**config.mk**
```make
export PLATFORM = sky130hd
export DESIGN_NAME = bitmap_first_free_allocator
export DESIGN_NICKNAME = d
export VERILOG_FILES = /design/src/bffa_pkg.sv /design/src/bitmap_first_free_allocator.sv
export SDC_FILE = /design/constraint.sdc
export NUM_CORES = 2
export LEC_CHECK = 0
export CORE_UTILIZATION = 55
export DETAILED_ROUTE_END_ITERATION = 10
export DONT_BUFFER_PORTS = 1
export GPL_TIMING_DRIVEN = 0
export PLACE_DENSITY = 0.7
export SKIP_LAST_GASP = 1
export SYNTH_ARGS = -nofsm -noshare
export SYNTH_HDL_FRONTEND = slang
export SYNTH_SLANG_ARGS = --single-unit
```
**constraint.sdc**
```tcl
create_clock -name clock -period 12.1 [get_ports clock]
set_input_delay 2.42 -clock clock [delete_from_list [all_inputs] [get_ports clock]]
set_output_delay 2.42 -clock clock [all_outputs]
set_load 0.03 [all_outputs]
```
**src/bffa_pkg.sv**
```systemverilog
package bffa_pkg;

   // field widths of the command and result transfers
   localparam int unsigned UNIT_W   = 12;
   localparam int unsigned STATUS_W = 2;
   localparam int unsigned FIRST_W  = 12;
   localparam int unsigned TOTAL_W  = 13;
   localparam int unsigned CSR_W    = 13;

   // command codes
   localparam logic CMD_ALLOC = 1'b0;
   localparam logic CMD_FREE  = 1'b1;

   // status codes
   localparam logic [STATUS_W-1:0] STATUS_OK      = 2'd0;
   localparam logic [STATUS_W-1:0] STATUS_FULL    = 2'd1;
   localparam logic [STATUS_W-1:0] STATUS_BAD_IDX = 2'd2;

   // register indexes
   localparam logic CSR_FIRST_INDEX = 1'b0;
   localparam logic CSR_TOTAL_COUNT = 1'b1;

   // register reset values
   localparam logic [FIRST_W-1:0] FIRST_INDEX_RST = 12'd1;
   localparam logic [TOTAL_W-1:0] TOTAL_COUNT_RST = 13'd4096;

   typedef struct packed {
      logic              command;
      logic [UNIT_W-1:0] unit_index;
   } req_type;

   typedef struct packed {
      logic [UNIT_W-1:0]   granted_index;
      logic [STATUS_W-1:0] status;
   } rsp_type;

endpackage

```
**src/bitmap_first_free_allocator.sv**
```systemverilog
// channel   ports                              direction  transfer
// command   start, busy, req_data              in         start high while busy low
// result    rsp_done, rsp_data                 out        one cycle, rsp_done high
// config    csr_we, csr_index, csr_wdata       in         csr_we high
//
// After reset a clearing pass writes every bitmap word to zero, one word per cycle, with
// busy high. An allocate reads one bitmap word per cycle through a single registered
// read port and tests it in one lowest-zero search unit. A free is a read-modify-write
// of one word; a rejected command is answered without touching the bitmap.
// The result appears the cycle after the command finishes; the receiver cannot stall it.
module bitmap_first_free_allocator #(
   parameter int unsigned BITMAP_BITS    = 4096,
   parameter int unsigned SCAN_WORD_BITS = 32
) (
   input  logic               clock,
   input  logic               reset,
   input  logic               start,
   output logic               busy,
   input  bffa_pkg::req_type  req_data,
   output logic               rsp_done,
   output bffa_pkg::rsp_type  rsp_data,
   input  logic               csr_we,
   input  logic               csr_index,
   input  logic [bffa_pkg::CSR_W-1:0] csr_wdata
);

   import bffa_pkg::*;

   localparam int unsigned WORDS = (BITMAP_BITS + SCAN_WORD_BITS - 1) / SCAN_WORD_BITS;
   localparam int unsigned AW    = (WORDS > 1) ? $clog2(WORDS) : 1;
   localparam int unsigned BW    = $clog2(SCAN_WORD_BITS);
   localparam int unsigned SW    = SCAN_WORD_BITS;
   localparam int unsigned LW    = $clog2(BITMAP_BITS) + 1;
   localparam int unsigned CW    = (LW > TOTAL_W) ? LW : TOTAL_W;

   // sequencer codes
   localparam logic [2:0] ST_CLEAR   = 3'd0;
   localparam logic [2:0] ST_IDLE    = 3'd1;
   localparam logic [2:0] ST_SCAN    = 3'd2;
   localparam logic [2:0] ST_FREE_RD = 3'd3;
   localparam logic [2:0] ST_FREE_WR = 3'd4;

   logic [2:0]         state_ff, state_in;
   logic [AW-1:0]      scan_addr_ff, scan_addr_in;
   logic [AW-1:0]      chk_addr_ff, chk_addr_in;
   logic               chk_valid_ff, chk_valid_in;
   logic [AW-1:0]      first_word_ff, first_word_in;
   logic [BW-1:0]      first_bit_ff, first_bit_in;
   logic [AW-1:0]      last_word_ff, last_word_in;
   logic [BW-1:0]      last_bit_ff, last_bit_in;
   logic [BW-1:0]      free_bit_ff, free_bit_in;
   logic [FIRST_W-1:0] first_index_ff, first_index_in;
   logic [TOTAL_W-1:0] total_count_ff, total_count_in;
   logic               rsp_done_ff, rsp_done_in;
   rsp_type            rsp_data_ff, rsp_data_in;

   // bitmap store
   logic [SW-1:0] bitmap_mem [WORDS];
   logic [SW-1:0] rd_data_ff;
   logic          mem_we;
   logic [AW-1:0] mem_waddr;
   logic [SW-1:0] mem_wdata;

   // scan helpers
   logic          accept;
   logic [CW-1:0] first_ext, total_ext, limit, limit_m1, unit_ext;
   logic [SW-1:0] lo_mask, hi_mask, masked_word, free_vec;
   logic          any_free;
   logic [BW-1:0] found_bit;

   assign accept    = start && (state_ff == ST_IDLE);
   assign busy      = (state_ff != ST_IDLE);
   assign rsp_done  = rsp_done_ff;
   assign rsp_data  = rsp_data_ff;

   // scan bounds from the registers
   assign first_ext = CW'(first_index_ff);
   assign total_ext = CW'(total_count_ff);
   assign limit     = (total_ext > CW'(BITMAP_BITS)) ? CW'(BITMAP_BITS) : total_ext;
   assign limit_m1  = limit - CW'(1);
   assign unit_ext  = CW'(req_data.unit_index);

   // lowest-zero search on the word under test
   always_comb begin
      lo_mask = '0;
      hi_mask = '0;
      if (chk_addr_ff == first_word_ff) begin
         lo_mask = (SW'(1) << first_bit_ff) - SW'(1);
      end
      if (chk_addr_ff == last_word_ff) begin
         hi_mask = ~((SW'(2) << last_bit_ff) - SW'(1));
      end
      masked_word = rd_data_ff | lo_mask | hi_mask;
      free_vec    = ~masked_word;
      any_free    = |free_vec;
      found_bit   = '0;
      for (int i = SW - 1; i >= 0; i--) begin
         if (free_vec[i]) begin
            found_bit = BW'(i);
         end
      end
   end

   // configuration writes
   always_comb begin
      first_index_in = first_index_ff;
      total_count_in = total_count_ff;
      if (csr_we) begin
         unique case (csr_index)
            CSR_FIRST_INDEX: first_index_in = csr_wdata[FIRST_W-1:0];
            CSR_TOTAL_COUNT: total_count_in = csr_wdata[TOTAL_W-1:0];
            default:         first_index_in = first_index_ff;
         endcase
      end
   end

   // sequencer
   always_comb begin
      state_in      = state_ff;
      scan_addr_in  = scan_addr_ff;
      chk_addr_in   = chk_addr_ff;
      chk_valid_in  = chk_valid_ff;
      first_word_in = first_word_ff;
      first_bit_in  = first_bit_ff;
      last_word_in  = last_word_ff;
      last_bit_in   = last_bit_ff;
      free_bit_in   = free_bit_ff;
      rsp_done_in   = 1'b0;
      rsp_data_in   = rsp_data_ff;
      mem_we        = 1'b0;
      mem_waddr     = scan_addr_ff;
      mem_wdata     = '0;

      unique case (state_ff)
         ST_CLEAR: begin
            mem_we       = 1'b1;
            scan_addr_in = scan_addr_ff + AW'(1);
            if (scan_addr_ff == AW'(WORDS - 1)) begin
               state_in = ST_IDLE;
            end
         end
         ST_IDLE: begin
            if (accept) begin
               if (req_data.command == CMD_ALLOC) begin
                  if (first_ext >= limit) begin
                     rsp_done_in = 1'b1;
                     rsp_data_in = '{granted_index: '0, status: STATUS_FULL};
                  end else begin
                     first_word_in = AW'(first_ext >> BW);
                     first_bit_in  = first_ext[BW-1:0];
                     last_word_in  = AW'(limit_m1 >> BW);
                     last_bit_in   = limit_m1[BW-1:0];
                     scan_addr_in  = AW'(first_ext >> BW);
                     chk_valid_in  = 1'b0;
                     state_in      = ST_SCAN;
                  end
               end else begin
                  if (req_data.unit_index == '0 || unit_ext >= CW'(BITMAP_BITS)) begin
                     rsp_done_in = 1'b1;
                     rsp_data_in = '{granted_index: '0, status: STATUS_BAD_IDX};
                  end else begin
                     scan_addr_in = AW'(req_data.unit_index >> BW);
                     free_bit_in  = req_data.unit_index[BW-1:0];
                     state_in     = ST_FREE_RD;
                  end
               end
            end
         end
         ST_SCAN: begin
            // issue the next read while the previous word is tested
            scan_addr_in = scan_addr_ff + AW'(1);
            chk_addr_in  = scan_addr_ff;
            chk_valid_in = 1'b1;
            if (chk_valid_ff) begin
               if (any_free) begin
                  mem_we      = 1'b1;
                  mem_waddr   = chk_addr_ff;
                  mem_wdata   = rd_data_ff | (SW'(1) << found_bit);
                  rsp_done_in = 1'b1;
                  rsp_data_in = '{granted_index: UNIT_W'({chk_addr_ff, found_bit}),
                                  status: STATUS_OK};
                  state_in    = ST_IDLE;
               end else if (chk_addr_ff == last_word_ff) begin
                  rsp_done_in = 1'b1;
                  rsp_data_in = '{granted_index: '0, status: STATUS_FULL};
                  state_in    = ST_IDLE;
               end
            end
         end
         ST_FREE_RD: begin
            state_in = ST_FREE_WR;
         end
         ST_FREE_WR: begin
            mem_we      = 1'b1;
            mem_wdata   = rd_data_ff & ~(SW'(1) << free_bit_ff);
            rsp_done_in = 1'b1;
            rsp_data_in = '{granted_index: '0, status: STATUS_OK};
            state_in    = ST_IDLE;
         end
         default: begin
            state_in = ST_IDLE;
         end
      endcase
   end

   // bitmap memory: one write port, one registered read port
   always_ff @(posedge clock) begin
      if (mem_we) begin
         bitmap_mem[mem_waddr] <= mem_wdata;
      end
      rd_data_ff <= bitmap_mem[scan_addr_ff];
   end

   // control registers
   always_ff @(posedge clock) begin
      if (reset) begin
         state_ff       <= ST_CLEAR;
         scan_addr_ff   <= '0;
         chk_valid_ff   <= 1'b0;
         rsp_done_ff    <= 1'b0;
         first_index_ff <= FIRST_INDEX_RST;
         total_count_ff <= TOTAL_COUNT_RST;
      end else begin
         state_ff       <= state_in;
         scan_addr_ff   <= scan_addr_in;
         chk_valid_ff   <= chk_valid_in;
         rsp_done_ff    <= rsp_done_in;
         first_index_ff <= first_index_in;
         total_count_ff <= total_count_in;
      end
   end

   // payload registers
   always_ff @(posedge clock) begin
      chk_addr_ff   <= chk_addr_in;
      first_word_ff <= first_word_in;
      first_bit_ff  <= first_bit_in;
      last_word_ff  <= last_word_in;
      last_bit_ff   <= last_bit_in;
      free_bit_ff   <= free_bit_in;
      rsp_data_ff   <= rsp_data_in;
   end

   // an accepted command either keeps the block busy or answers at once
   assert property (@(posedge clock) disable iff (reset)
      (start && !busy) |=> (busy || rsp_done))
      else $error("accepted command neither started nor answered");

   // only a successful allocate carries a non-zero index
   assert property (@(posedge clock) disable iff (reset)
      (rsp_done && rsp_data.status != STATUS_OK) |-> (rsp_data.granted_index == '0))
      else $error("failed command returned an index");

   // the scan never tests a word beyond the last one in range
   assert property (@(posedge clock) disable iff (reset)
      (state_ff == ST_SCAN && chk_valid_ff) |-> (chk_addr_ff <= last_word_ff))
      else $error("scan ran past the limit word");

   // no result is produced during the clearing pass
   assert property (@(posedge clock) disable iff (reset)
      (state_ff == ST_CLEAR) |=> !rsp_done)
      else $error("result during clearing pass");

endmodule

```
**Word level (Yosys, flattened, before mapping)**

Memories as Yosys holds them, arrays and structs flattened. A register that Yosys moved wholly into a read port is not among the register bits.
Index checks and enable logic that the tools add are counted.

- $add $sub $neg: 4
- $lt $le $gt $ge: 3
- Equality and inequality tests: 18
- Shifts and indexed selects: 4
- Mux-type cells: 80
- Bitwise operators: 11
- Reduce and logical (&&, ||, !) cells: 18

Operator list:

| operator | count |
|---|---|
| 2-to-1 mux 5 bit | 32 |
| 2-to-1 mux 32 bit | 4 |
| 2-to-1 mux 14 bit | 7 |
| NOT 32 bit | 3 |
| OR 32 bit | 3 |
| << shifter 1 x 5 -> 32 bit, first input constant | 3 |
| case mux 32 bit (2 select lines) | 1 |
| subtractor 32 x 2 -> 32 bit, second input constant | 2 |
| 2-to-1 mux 7 bit | 7 |
| case mux 14 bit (3 select lines) | 1 |
| bitwise AND 32 bit | 1 |
| OR reduction 32 bit | 1 |
| << shifter 2 x 5 -> 32 bit, first input constant | 1 |
| 2-to-1 mux 3 bit | 8 |
| AND reduction 4 bit | 4 |
| equality test 7 bit | 2 |
| 2-to-1 mux 1 bit | 14 |
| case mux 7 bit (2 select lines) | 1 |
| >= comparator 12 x 13 -> 1 bit | 1 |
| >= comparator 12 x 13 -> 1 bit, second input constant | 1 |
| > comparator 13 bit, second input constant | 1 |
| 2-to-1 mux 13 bit | 1 |
| logical NOT 12 bit | 1 |
| case mux 3 bit (4 select lines) | 1 |
| other kinds (21) | 37 |

- Register bits: 87
- Bits in writable memories: 4096
- Logic and storage cells: 153
- Memories kept: 1

Memory list:

| name | words | width | rd ports | clocked after Yosys merged registers in | write ports | line | text |
|---|---|---|---|---|---|---|---|
| bitmap_mem | 128 | 32 | 1 | 1 | 1 | bitmap_first_free_allocator.sv:58 | `logic [SW-1:0] bitmap_mem [WORDS];` |

**Logic depth before layout (Yosys ltp)**

- Depth after elaboration: 43
- Mapped depth: 22

**Worst setup path after synthesis**

No wires, ideal clock.

- Kind: reg-to-reg
- From: reg last_bit_ff[1]
- To: mem bitmap_mem[0][25] (netlist name), data pin
- Arrival time: 9.315 ns
- Required time: 10.871 ns
- Slack: 1.556 ns
- Stages on the path, launching flop included: 18
- Buffers on the path: 4
- Clock period less this slack: 10.544 ns
- Path through: edfxtp_1 > clkbuf_1 > clkbuf_1 > nor4_1 > nand2b_1 > ha_1 > clkbuf_1 > or3b_2 > a21oi_1 > nor4_1 > a311oi_1 > and4b_1 > a211oi_1 > a2bb2oi_2 > nor2b_1 > buf_2 > a21oi_1 > a211oi_1

- Longest elaborated chain between the ends: 43

Ends and longest elaborated chain:

| what | line | text |
|---|---|---|
| start, declared | bitmap_first_free_allocator.sv:50 | `logic [BW-1:0] last_bit_ff, last_bit_in;` |
| start signal, assigned | bitmap_first_free_allocator.sv:239 | `last_bit_ff <= last_bit_in;` |
| << shifter 2 x 5 -> 32 bit (*) | bitmap_first_free_allocator.sv:91 | `hi_mask = ~((SW'(2) << last_bit_ff) - SW'(1));` |
| subtractor 32 x 2 -> 32 bit (*) | bitmap_first_free_allocator.sv:91 |  |
| NOT 32 bit (*) | bitmap_first_free_allocator.sv:91 |  |
| 2-to-1 mux 32 bit (*) | bitmap_first_free_allocator.sv:90 | `if (chk_addr_ff == last_word_ff) begin` |
| OR 32 bit (*) | bitmap_first_free_allocator.sv:93 | `masked_word = rd_data_ff \| lo_mask \| hi_mask;` |
| NOT 32 bit (*) | bitmap_first_free_allocator.sv:94 | `free_vec = ~masked_word;` |
| 2-to-1 mux 5 bit (32 in a row) | bitmap_first_free_allocator.sv:98 | `if (free_vec[i]) begin` |
| << shifter 1 x 5 -> 32 bit | bitmap_first_free_allocator.sv:178 | `mem_wdata = rd_data_ff \| (SW'(1) << found_bit);` |
| OR 32 bit | bitmap_first_free_allocator.sv:178 |  |
| 2-to-1 mux 32 bit (*) | bitmap_first_free_allocator.sv:175 | `if (any_free) begin` |
| 2-to-1 mux 32 bit (*) | bitmap_first_free_allocator.sv:174 | `if (chk_valid_ff) begin` |
| case mux 32 bit (2 select lines) (*) | bitmap_first_free_allocator.sv:134 | `unique case (state_ff)` |
| net mem_wdata[25] | bitmap_first_free_allocator.sv:62 | `logic [SW-1:0] mem_wdata;` |
| end, declared | bitmap_first_free_allocator.sv:58 |  |

Mark *: on every way through the listed nets, which the timed path passes. The rest lies on a longest branch.

**Final worst setup path**

- From: reg first_bit_ff[4]
- To: mem bitmap_mem[40][18] (netlist name), enable pin

- Longest elaborated chain between the ends: 12

Ends and longest elaborated chain:

| what | line | text |
|---|---|---|
| start, declared | bitmap_first_free_allocator.sv:48 | `logic [BW-1:0] first_bit_ff, first_bit_in;` |
| start signal, assigned | bitmap_first_free_allocator.sv:237 | `first_bit_ff <= first_bit_in;` |
| << shifter 1 x 5 -> 32 bit (*) | bitmap_first_free_allocator.sv:88 | `lo_mask = (SW'(1) << first_bit_ff) - SW'(1);` |
| subtractor 32 x 2 -> 32 bit (*) | bitmap_first_free_allocator.sv:88 |  |
| 2-to-1 mux 32 bit (*) | bitmap_first_free_allocator.sv:87 | `if (chk_addr_ff == first_word_ff) begin` |
| OR 32 bit (*) (2 in a row) | bitmap_first_free_allocator.sv:93 |  |
| NOT 32 bit (*) | bitmap_first_free_allocator.sv:94 |  |
| OR reduction 32 bit (*) | bitmap_first_free_allocator.sv:95 | `any_free = \|free_vec;` |
| 2-to-1 mux 1 bit | bitmap_first_free_allocator.sv:175 |  |
| 2-to-1 mux 1 bit | bitmap_first_free_allocator.sv:174 |  |
| case mux 1 bit (2 select lines) | bitmap_first_free_allocator.sv:134 |  |
| 2-to-1 mux 1 bit | bitmap_first_free_allocator.sv:208 | `if (mem_we) begin` |
| 2-to-1 mux 1 bit (implied by the code) | bitmap_first_free_allocator.sv:209 | `bitmap_mem[mem_waddr] <= mem_wdata;` |

Mark *: on every way between the ends. The rest lies on a longest branch, timed or not.

==> reports/metrics.cfg <==
[status]
outcome=complete, but fails checks
violations=antenna rules, capacitance limit, slew limit

[cts]
cts_buffers=410
ctsLongestPathBuffers=4
hold_buffers=0
htreeDepth=5
root_buffer=clkbuf_16
cts_tree=done
worstSkewPairLatency_ns=0.95
postCtsSetupBuffers=0
post_cts_resized=0
clkTransAtPathRegs_ns=0.06
clkSinkCount=4215

[synth]
yosysWarnings=0
ys_top_cells_by_count=edfxtp_1, mux4_2, clkbuf_1
synth_area_mm2=0.163
synth_most_common_cell=edfxtp_1
syn-num-nets=6981
ys.flop_type=edfxtp_1
synth_cell_types=88
synth_area_leader_cell=edfxtp_1
synth_cells=6934
ys_seq_area_frac=0.770
ys_seq_elements=4215
async_reset_ff_frac=0
syn_area_per_cell_um2=23.6
yosysTopAreaCellShare=0.761
synth_area_leaders=edfxtp_1, mux4_2, dfxtp_1
synth_edf_count=4146

[sta]
grt_setup_unrepaired=no
relSlewSlack=-0.0138
slew_viol_final=11
tightest_slew_ns=1.52
fin_crit_sh=0.684
finClkSkew_ns=0.0755
finalSetupViolCount=0
finalCriticalPeriod_ns=8.28
finalHoldViolCount=0
final.setup.tns_ns=0
max_freq_mhz=121

[die]
dieArea_mm2=0.299
dieWidth_um=547
rows=199
core_mm2=0.295
die_h_um=547
ios=47
start_util=0.555

[setup_path]
cp.arrival_ns=8.86
required_ns=12.68
max_stage_delay_ns=1.02
cp_slowest_cell=mux2i_1
crit_path_end_kind=flop
worstSetupPathType=flop to flop
cp_cell_sequence=clkbuf_1 > or3_1 > or2_2 > ha_1 > clkbuf_1 > inv_1 > nand2_1 > o311ai_0 > a221oi_1 > or4b_1 > nor2_1 > nand3_2 > nand3_2 > buf_6 > buf_6 > mux2i_1 > nand2_1 > nor2_4 > buf_16
path_max_fanout=17
path_delay_family=simple AND/OR/NAND/NOR gates
crit_buf_inv=6
cp-start-kind=flop

[global_routing]
grt_usage=0.299
grt_antenna_before_repair=59
grt_pass1_vias=79800
grt_overflow=0
grt_pass1_wl_mm=617
grt_max_degree=95

[placed_design]
port_buffers=0
globalplace.congestion=0.920
numPlacedInstances=11100
hpwlAfterDp_mm=308

[final_layout]
stdcell_count=11900
fillers=18700
multi_input_area_mm2=0.0373
regArea_mm2=0.126
final_util=0.639
area_delta_synth_final_pct=15.2
drive_above_1_share=0.311
layout.nets=7653

[hold_path]
hold_path_class=flop to flop

[drt]
drtIter0Drc=11700
firstDrtPassIters=6
ant_nets=1
dr_total_vias=79900
route.detailed.drc=0
routed_wirelength_mm=444
routedWlPerCell_um=37.3
drt-vias-per-instance=6.71

[power]
power_density_mw_per_mm2=157
peakVddDrop_mv=0.120
leakage_nw=48.1

[flow_run]
cap_violations=1

-- power breakdown --
group          total, mW  switching [mW]  internal [mW]
Combinational       1.45           0.943          0.512
Clock               12.2            5.41           6.82
Sequential          15.9          0.0676           15.9
Total               29.6            6.42           23.2
-- flip-flops by register name, indices dropped and copies added (netlist names), 3 cells and up --
register        count
bitmap_mem       4096
chk_addr_ff         7
first_bit_ff        5
first_index_ff     12
first_word_ff       7
free_bit_ff         5
last_bit_ff         5
last_word_ff        7
rd_data_ff         32
rsp_data           14
scan_addr_ff        7
state_ff            3
total_count_ff     13
-- layout make-up --
| type | count | area share |
|---|---|---|
| timing repair buffer | 260 | 0.0298 |
| multi-input combinational | 2293 | 0.198 |
| clock inverter | 218 | 0.00967 |
| sequential | 4215 | 0.669 |
| antenna | 46 | 0.000611 |
| buffer | 387 | 0.00842 |
| inverter | 39 | 0.000778 |
| clock buffer | 522 | 0.0577 |
| tap | 3919 | 0.0260 |
-- worst paths after layout --
check,start,cells after the start,slack (ns),end
max,first_bit_ff[4],19,3.82,bitmap_mem[40][18]
max reg2reg,first_bit_ff[4],19,3.82,bitmap_mem[40][18]
min reg2reg,total_count_ff[8],2,0.46,total_count_ff[8]
min,total_count_ff[8],2,0.46,total_count_ff[8]
-- metal layers --
metal / up-vias / GRT usage / part of all wire / routed length (um)
li1: 31300 / - / - / -
met1: 42900 / 0.407 / 0.36 / 162000
met2: 4940 / 0.471 / 0.48 / 214000
met3: 705 / 0.0791 / 0.12 / 51700
met4: 6 / 0.107 / 0.037 / 16600
met5: - / 0 / 0.000077 / 34
-- kinds of logic after synthesis --
group                      after synthesis  share of synthesized area
adders and majority gates               16                    0.00122
DFF                                   4215                      0.770
AOI/OAI and AO/OA                      284                     0.0119
buffers and inverters                  426                     0.0103
xor gates and xnor gates                22                    0.00118
and+or+nand+nor                        570                     0.0167
muxes                                 1401                      0.189
-- metrics by stage --
| stage | area (um2) | setup WS, ns | hold WS (ns) | power [mW] |
|---|---|---|---|---|
| floorplan | 163000 | 1.56 | 0.406 | 17.0 |
| global placement | 168000 | -7.09 | 0.437 | 17.6 |
| detailed placement | 175000 | 4.12 | 0.444 | 17.7 |
| CTS | 188000 | 4.05 | 0.456 | 29.7 |
| global route | 188000 | 3.60 | 0.492 | 30.3 |
| finish | 188000 | 3.82 | 0.456 | 29.6 |
-- layout by cell type, fill, tap and decap left out, types with 11 or more instances in the layout --
cell type / Yosys / layout
buf_12: 0 / 89
or2_2: 11 / 11
buf_8: 0 / 59
mux2i_1: 20 / 20
xnor2_1: 17 / 17
nand2_1: 155 / 154
mux4_2: 1342 / 1342
nor2_4: 0 / 129
bufinv_16: 0 / 22
or3_1: 11 / 11
a221oi_4: 0 / 11
clkbuf_16: 0 / 417
nand2b_1: 22 / 22
nor2_1: 197 / 68
diode_2: 0 / 46
clkbuf_2: 3 / 34
ha_1: 16 / 16
edfxtp_1: 4146 / 4146
inv_1: 39 / 39
clkinv_2: 0 / 69
clkbuf_1: 234 / 304
and2_1: 21 / 21
clkinvlp_4: 0 / 11
nor3_1: 35 / 33
buf_2: 25 / 36
nor2b_1: 13 / 13
nor4_1: 15 / 15
dfxtp_1: 69 / 69
o21ai_0: 64 / 64
buf_1: 118 / 107
clkinv_1: 0 / 89
mux2_2: 38 / 38
nand3_1: 29 / 29
a21oi_1: 66 / 61
buf_6: 5 / 12
buf_16: 0 / 104
nand4_1: 11 / 11
a31oi_1: 15 / 15
-- tightest hold or removal path, cell delays in order, from the launching register on --
cell     delay [ns]
dfxtp_1        0.31
nand2_1        0.05
a21oi_1        0.05
(Power assumes the default switching activity.)
